--- config.mk ---
export PLATFORM = sky130hd
export DESIGN_NAME = insertion_sorter_core
export DESIGN_NICKNAME = d
export VERILOG_FILES = /design/src/hw/rtl/isort_pkg.sv /design/src/hw/rtl/isort_cell.sv /design/src/hw/rtl/insertion_sorter_core.sv
export SDC_FILE = /design/constraint.sdc
export NUM_CORES = 2
export LEC_CHECK = 0
export BUFFER_PORTS_ARGS = -buffer_cell sky130_fd_sc_hd__buf_2
export CAP_MARGIN = 20
export CORE_ASPECT_RATIO = 0.75
export CORE_MARGIN = 2
export CORE_UTILIZATION = 44
export CTS_BUF_LIST = sky130_fd_sc_hd__clkbuf_8
export DETAILED_ROUTE_END_ITERATION = 8
export GPL_TIMING_DRIVEN = 1
export PLACE_DENSITY = 0.68
export SLEW_MARGIN = 20
export SYNTH_ARGS = -nofsm -noshare
export SYNTH_HDL_FRONTEND = slang
export SYNTH_SLANG_ARGS = --single-unit
--- constraint.sdc ---
create_clock -name clk_i -period 7.3 [get_ports clk_i]
set_input_delay 0.365 -clock clk_i [delete_from_list [all_inputs] [get_ports clk_i]]
set_output_delay 0.365 -clock clk_i [all_outputs]
set_load 0.005 [all_outputs]
--- src/hw/rtl/isort_pkg.sv ---
package isort_pkg;

  localparam int unsigned ValueW = 32;

  typedef struct packed {
    logic signed [ValueW-1:0] value;
    logic                     last;
  } in_item_t;

  typedef struct packed {
    logic signed [ValueW-1:0] sorted_value;
    logic                     end_of_run;
    logic                     overflow;
  } out_item_t;

  typedef struct packed {
    logic ins;
    logic shift;
  } cell_ctrl_t;

endpackage

--- src/hw/rtl/isort_cell.sv ---
module isort_cell import isort_pkg::*; (
  input  logic                     clk_i,
  input  cell_ctrl_t               ctrl_i,
  input  logic signed [ValueW-1:0] ins_val_i,
  input  logic                     occ_i,
  input  logic                     prev_occ_i,
  input  logic                     prev_gt_i,
  input  logic signed [ValueW-1:0] prev_val_i,
  input  logic signed [ValueW-1:0] next_val_i,
  output logic signed [ValueW-1:0] val_o,
  output logic                     gt_o
);

  logic signed [ValueW-1:0] val_q, val_d;
  logic                     take;

  assign gt_o  = occ_i && (val_q > ins_val_i);
  assign take  = gt_o || (!occ_i && prev_occ_i);
  assign val_o = val_q;

  always_comb begin
    val_d = val_q;
    if (ctrl_i.ins && take) begin
      val_d = prev_gt_i ? prev_val_i : ins_val_i;
    end else if (ctrl_i.shift) begin
      val_d = next_val_i;
    end
  end

  always_ff @(posedge clk_i) begin
    val_q <= val_d;
  end

endmodule

--- src/hw/rtl/insertion_sorter_core.sv ---
// Stable insertion sorter built as a row of DEPTH cells. While a set is being
// collected the block takes one item per cycle: the new value is broadcast to
// every cell, each cell compares it with its own value, and larger values step
// up one cell in the same cycle. An item marked last is inserted and then the
// set drains from the bottom cell into the output register, one result per
// cycle while the output is not stalled. The drain flag is registered when
// the last item is accepted, and each result is registered in the output
// register before it is presented. Input stall is held high during that
// drain. Values arriving while all DEPTH cells are full are dropped, and
// every result of that run carries the overflow flag.
module insertion_sorter_core import isort_pkg::*; #(
  parameter int unsigned DEPTH = 16
) (
  input  logic      clk_i,
  input  logic      rst_ni,
  input  logic      in_valid_i,
  output logic      in_stall_o,
  input  in_item_t  in_item_i,
  output logic      out_valid_o,
  input  logic      out_stall_i,
  output out_item_t out_item_o
);

  localparam int unsigned CntW = $clog2(DEPTH + 1);

  logic [CntW-1:0]          count_q, count_d;
  logic                     drain_q, drain_d;
  logic                     dropped_q, dropped_d;
  logic                     out_valid_q, out_valid_d;
  out_item_t                out_q, out_d;
  logic                     in_acc, full, step;
  cell_ctrl_t               ctrl;
  logic [DEPTH-1:0]         occ, gt;
  logic signed [ValueW-1:0] vals [DEPTH];

  assign in_acc = in_valid_i && !in_stall_o;
  assign full   = count_q == CntW'(DEPTH);
  assign step   = drain_q && (!out_valid_q || !out_stall_i);

  assign ctrl.ins   = in_acc && !full;
  assign ctrl.shift = step;

  for (genvar i = 0; i < DEPTH; i++) begin : g_cell
    assign occ[i] = count_q > CntW'(i);
    isort_cell u_cell (
      .clk_i      (clk_i),
      .ctrl_i     (ctrl),
      .ins_val_i  (in_item_i.value),
      .occ_i      (occ[i]),
      .prev_occ_i ((i == 0) ? 1'b1 : occ[(i == 0) ? 0 : i-1]),
      .prev_gt_i  ((i == 0) ? 1'b0 : gt[(i == 0) ? 0 : i-1]),
      .prev_val_i (vals[(i == 0) ? 0 : i-1]),
      .next_val_i (vals[(i == DEPTH-1) ? i : i+1]),
      .val_o      (vals[i]),
      .gt_o       (gt[i])
    );
  end

  always_comb begin
    count_d     = count_q;
    drain_d     = drain_q;
    dropped_d   = dropped_q;
    out_valid_d = out_valid_q && out_stall_i;
    out_d       = out_q;
    if (in_acc) begin
      if (full) begin
        dropped_d = 1'b1;
      end else begin
        count_d = count_q + CntW'(1);
      end
      if (in_item_i.last) begin
        drain_d = 1'b1;
      end
    end
    if (step) begin
      out_valid_d         = 1'b1;
      out_d.sorted_value  = vals[0];
      out_d.end_of_run    = count_q == CntW'(1);
      out_d.overflow      = dropped_q;
      count_d             = count_q - CntW'(1);
      if (count_q == CntW'(1)) begin
        drain_d   = 1'b0;
        dropped_d = 1'b0;
      end
    end
  end

  always_ff @(posedge clk_i or negedge rst_ni) begin
    if (!rst_ni) begin
      count_q     <= '0;
      drain_q     <= 1'b0;
      dropped_q   <= 1'b0;
      out_valid_q <= 1'b0;
    end else begin
      count_q     <= count_d;
      drain_q     <= drain_d;
      dropped_q   <= dropped_d;
      out_valid_q <= out_valid_d;
    end
  end

  always_ff @(posedge clk_i) begin
    out_q <= out_d;
  end

  assign in_stall_o  = drain_q;
  assign out_valid_o = out_valid_q;
  assign out_item_o  = out_q;

endmodule

==> results.sh <==
export IMPL_drt_pass1_iter_count=5
export IMPL_coreArea_sq_um=89900
export IMPL_synth_most_common_cell="mux2_2"
export IMPL_intPower_w=0.0120
export IMPL_dp_hpwl_mm=84.6
export IMPL_hold_viol=0
export IMPL_synthXorXnorAreaFrac_pct=0.0657
export IMPL_hold_path_class="in2reg"
export IMPL_gp_congestion=0.922
export IMPL_cts_clk_slew_worst_paths_ns=0.06
export IMPL_r2r_cells=10
export IMPL_num_nets_final=4007
export IMPL_grt_max_degree=65
export IMPL_syn_nets=3894
export IMPL_grtUsageTotal_pct=23.6
export IMPL_die_width_um=352
export IMPL_synth_mux_area_share_pct=23.2
export IMPL_worstSetupEndpoint="g_cell[2].u_cell.val_o[1]$_DFFE_PP_"
export IMPL_max_vdd_ir_drop_mv=0.372
export IMPL_finalSetupViolCount=0
export IMPL_die_height_um=265
export IMPL_slew_headroom_pct=29.5
export IMPL_final_area_sq_um=43800
export IMPL_numCtsBuffers=101
export IMPL_synthAdderAreaFrac_pct=16.2
export IMPL_drt_initial_drc_count=2628
export IMPL_holdPathStages=4
export IMPL_vias=28492
export IMPL_synth_top_cell_area_share_pct=41.0
export IMPL_htreeDepth=3
export IMPL_swShare_pct=40.9
export IMPL_min_period_ns=4.80
export IMPL_syn_avg_cell_area_sq_um=12.0
export IMPL_cts_tree="done"
export IMPL_port_buffers=72
export IMPL_postRouteAntennaNets=0
export IMPL_synth_area_top_cells="edfxtp_1, mux2_2, ha_1"
export IMPL_power_frac_seq_pct=36.4
export IMPL_start_util_pct=44.5
export IMPL_crit_fanout=33
export IMPL_leakage_nw=18.0
export IMPL_grt_pass1_wl_mm=172
export IMPL_drt_wl_total_mm=113
export IMPL_fin_crit_sh_pct=65.8
export IMPL_power_frac_clock_pct=13.6
export IMPL_synth_area_leader_cell="edfxtp_1"
export IMPL_dpl_cell_area_sq_um=41900
export IMPL_drc=0
export IMPL_drive_above_1_share_pct=26.8
export IMPL_overflow=0
export IMPL_fp_row_count=95
export IMPL_cts_sinks=554
export IMPL_synthTopCellsByCount="mux2_2, edfxtp_1, ha_1, a21oi_1, nand2_1"
export IMPL_crit_required_ns=7.77
export IMPL_drv_cap=0
export IMPL_viasPerCell=6.00
export IMPL_synth_top_family_by_area="multiplexers"
export IMPL_wl_per_cell_um=23.7
export IMPL_reg2reg_from="g_cell[2].u_cell.val_o[15]$_DFFE_PP_"
export IMPL_hp_start="in_valid_i"
export IMPL_startpoint="g_cell[2].u_cell.val_o[15]$_DFFE_PP_"
export IMPL_yosys_register_bits=554
export IMPL_yosysWarnings=0
export IMPL_clockBufferDepth=3
export IMPL_path_class="reg2reg"
export IMPL_synth_simple_gate_area_share_pct=7.19
export IMPL_arrival_ns=5.28
export IMPL_clock_fmax_ghz=0.208
export IMPL_status="finished clean"
export IMPL_worst_clock_skew_ns=0.0276
export IMPL_tns_ns=0
export IMPL_rr_endpoint="g_cell[2].u_cell.val_o[1]$_DFFE_PP_"
export IMPL_synth_edf_count=546
export IMPL_io_pin_count=73
export IMPL_synth_async_reset_ratio_pct=1.44
export IMPL_clock_latency_ns=0.74
export IMPL_area_growth_pct=9.56
export IMPL_cts_resized=0
export IMPL_antenna_found_initial=3
export IMPL_dieArea_sq_um=93400
export IMPL_seq_area_frac_synth_pct=41.5
export IMPL_combPwrFrac_pct=49.9
export IMPL_cp_end_kind="flip-flop"
export IMPL_post_synth_num_cell_types=77
export IMPL_cts_root_buf="clkbuf_8"
export IMPL_ff2ff_setup_slack_ns=2.50
export IMPL_synth_flop_cell="edfxtp_1"
export IMPL_synth_compound_area_share_pct=9.05
export IMPL_pwr_density_cell_nw_per_um2=464
export IMPL_tightest_slew_ns=1.06
export IMPL_syn_area_sq_um=40000
export IMPL_start_kind="flip-flop"
export IMPL_p_sw_w=0.00832
export IMPL_grt_pass1_vias=28022
export IMPL_syn_instance_count=3340
export IMPL_rsz0062_at_grt="no"
export IMPL_drv_slew=0
## cells in the final DEF, fill, tap and decap left out, types with 10 or more instances in the layout
| cell | netlist | routed |
|---|---|---|
| nand2b_1 | 22 | 22 |
| a221oi_1 | 10 | 10 |
| nand4_1 | 114 | 114 |
| mux2_4 | 28 | 28 |
| inv_1 | 95 | 132 |
| nor4_1 | 23 | 22 |
| o211ai_1 | 24 | 24 |
| a21o_1 | 47 | 46 |
| buf_4 | 15 | 84 |
| buf_2 | 49 | 72 |
| nor2_1 | 78 | 78 |
| o21a_1 | 13 | 13 |
| nor2b_1 | 22 | 22 |
| edfxtp_1 | 546 | 546 |
| ha_1 | 517 | 517 |
| clkinv_1 | 0 | 21 |
| nand2_1 | 209 | 209 |
| clkbuf_8 | 2 | 107 |
| nor3_1 | 21 | 21 |
| a221o_1 | 10 | 10 |
| a211oi_1 | 12 | 12 |
| o21ai_0 | 160 | 160 |
| clkinv_2 | 0 | 10 |
| nand3_1 | 47 | 47 |
| mux2_1 | 28 | 28 |
| a21oi_1 | 251 | 247 |
| mux2_2 | 598 | 598 |
| mux2i_1 | 181 | 180 |
## repair_timing
action                                 in CTS  in global routing
setup buffers                               0                  0
endpoints found under the hold margin      10                  0
hold buffers                                5                  0
## stage by stage
stage	worst slack, ns	hold WS, ns	std cells	util (%)	total power [W]
detailed placement	1.90	0.234	4556	46.7	0.0174
floorplan	1.55	0.0694	3340	-	0.0143
global route	2.27	0.0856	4746	48.8	0.0216
finish	2.50	0.0911	4746	48.8	0.0203
CTS	2.52	0.0308	4743	48.7	0.0202
global placement	1.98	0.232	4556	46.7	0.0171
## logic make-up (layout without fill, tap and decap cells)
logic type,after synthesis,after routing
mux,835,835
compound gates,602,602
simple gates,581,581
flops,554,554
fa+ha+maj,517,517
buf+inv,248,440
xor+xnor,3,3
other cells,0,2
## layout make-up
| type | count | area, sq um |
|---|---|---|
| antenna | 2 | 5.00 |
| clock buffer | 107 | 1470 |
| clock inverter | 75 | 345 |
| fill | 7993 | 46000 |
| inverter | 95 | 357 |
| multi-input combinational | 2538 | 22500 |
| sequential | 554 | 16600 |
| tap | 1212 | 1520 |
| timing repair buffer | 163 | 1090 |
## routing by layer
metal,wire length (um),up-vias,track usage (%)
met5,0,-,0
met4,2850,0,6.54
met3,8340,196,3.56
met2,48600,1176,36.4
met1,52700,13880,34.4
li1,-,13240,-
## power groups by stage
stage          Sequential [W]  Clock [W]  Combinational [W]
2_1_floorplan         0.00673          0            0.00754
3_3_place_gp          0.00738          0            0.00974
3_5_place_dp          0.00741          0            0.00997
4_1_cts               0.00736    0.00282             0.0100
5_1_grt               0.00759    0.00294             0.0111
6_report              0.00741    0.00277             0.0102
## how the worst min path moves through the flow
| stage | to |
|---|---|
| after floorplan | count_q[0]$_DFFE_PN0P_ |
| after global placement | out_valid_o$_DFF_PN0_ |
| after detailed placement | out_valid_o$_DFF_PN0_ |
| after CTS | dropped_q$_DFF_PN0_ |
| after global routing | dropped_q$_DFF_PN0_ |
| final | dropped_q$_DFF_PN0_ |
## state kept, by name, summed over array words and instances (netlist names)
| name | count |
|---|---|
| g_cell.u_cell.val_o | 512 |
| out_item_o | 34 |
| count_q | 5 |
| dropped_q | 1 |
| in_stall_o | 1 |
| out_valid_o | 1 |
## worst max-delay path: stages (launching register included)
cell	delay, ns
edfxtp_1	0.45
ha_1	0.34
nand4_1	0.24
nor4_1	0.75
o21ai_0	0.25
a31oi_1	0.26
mux2i_1	0.11
or2_2	0.68
a21oi_4	0.71
buf_4	0.38
mux2_2	0.37
Power figures use the tool's default switching activity.
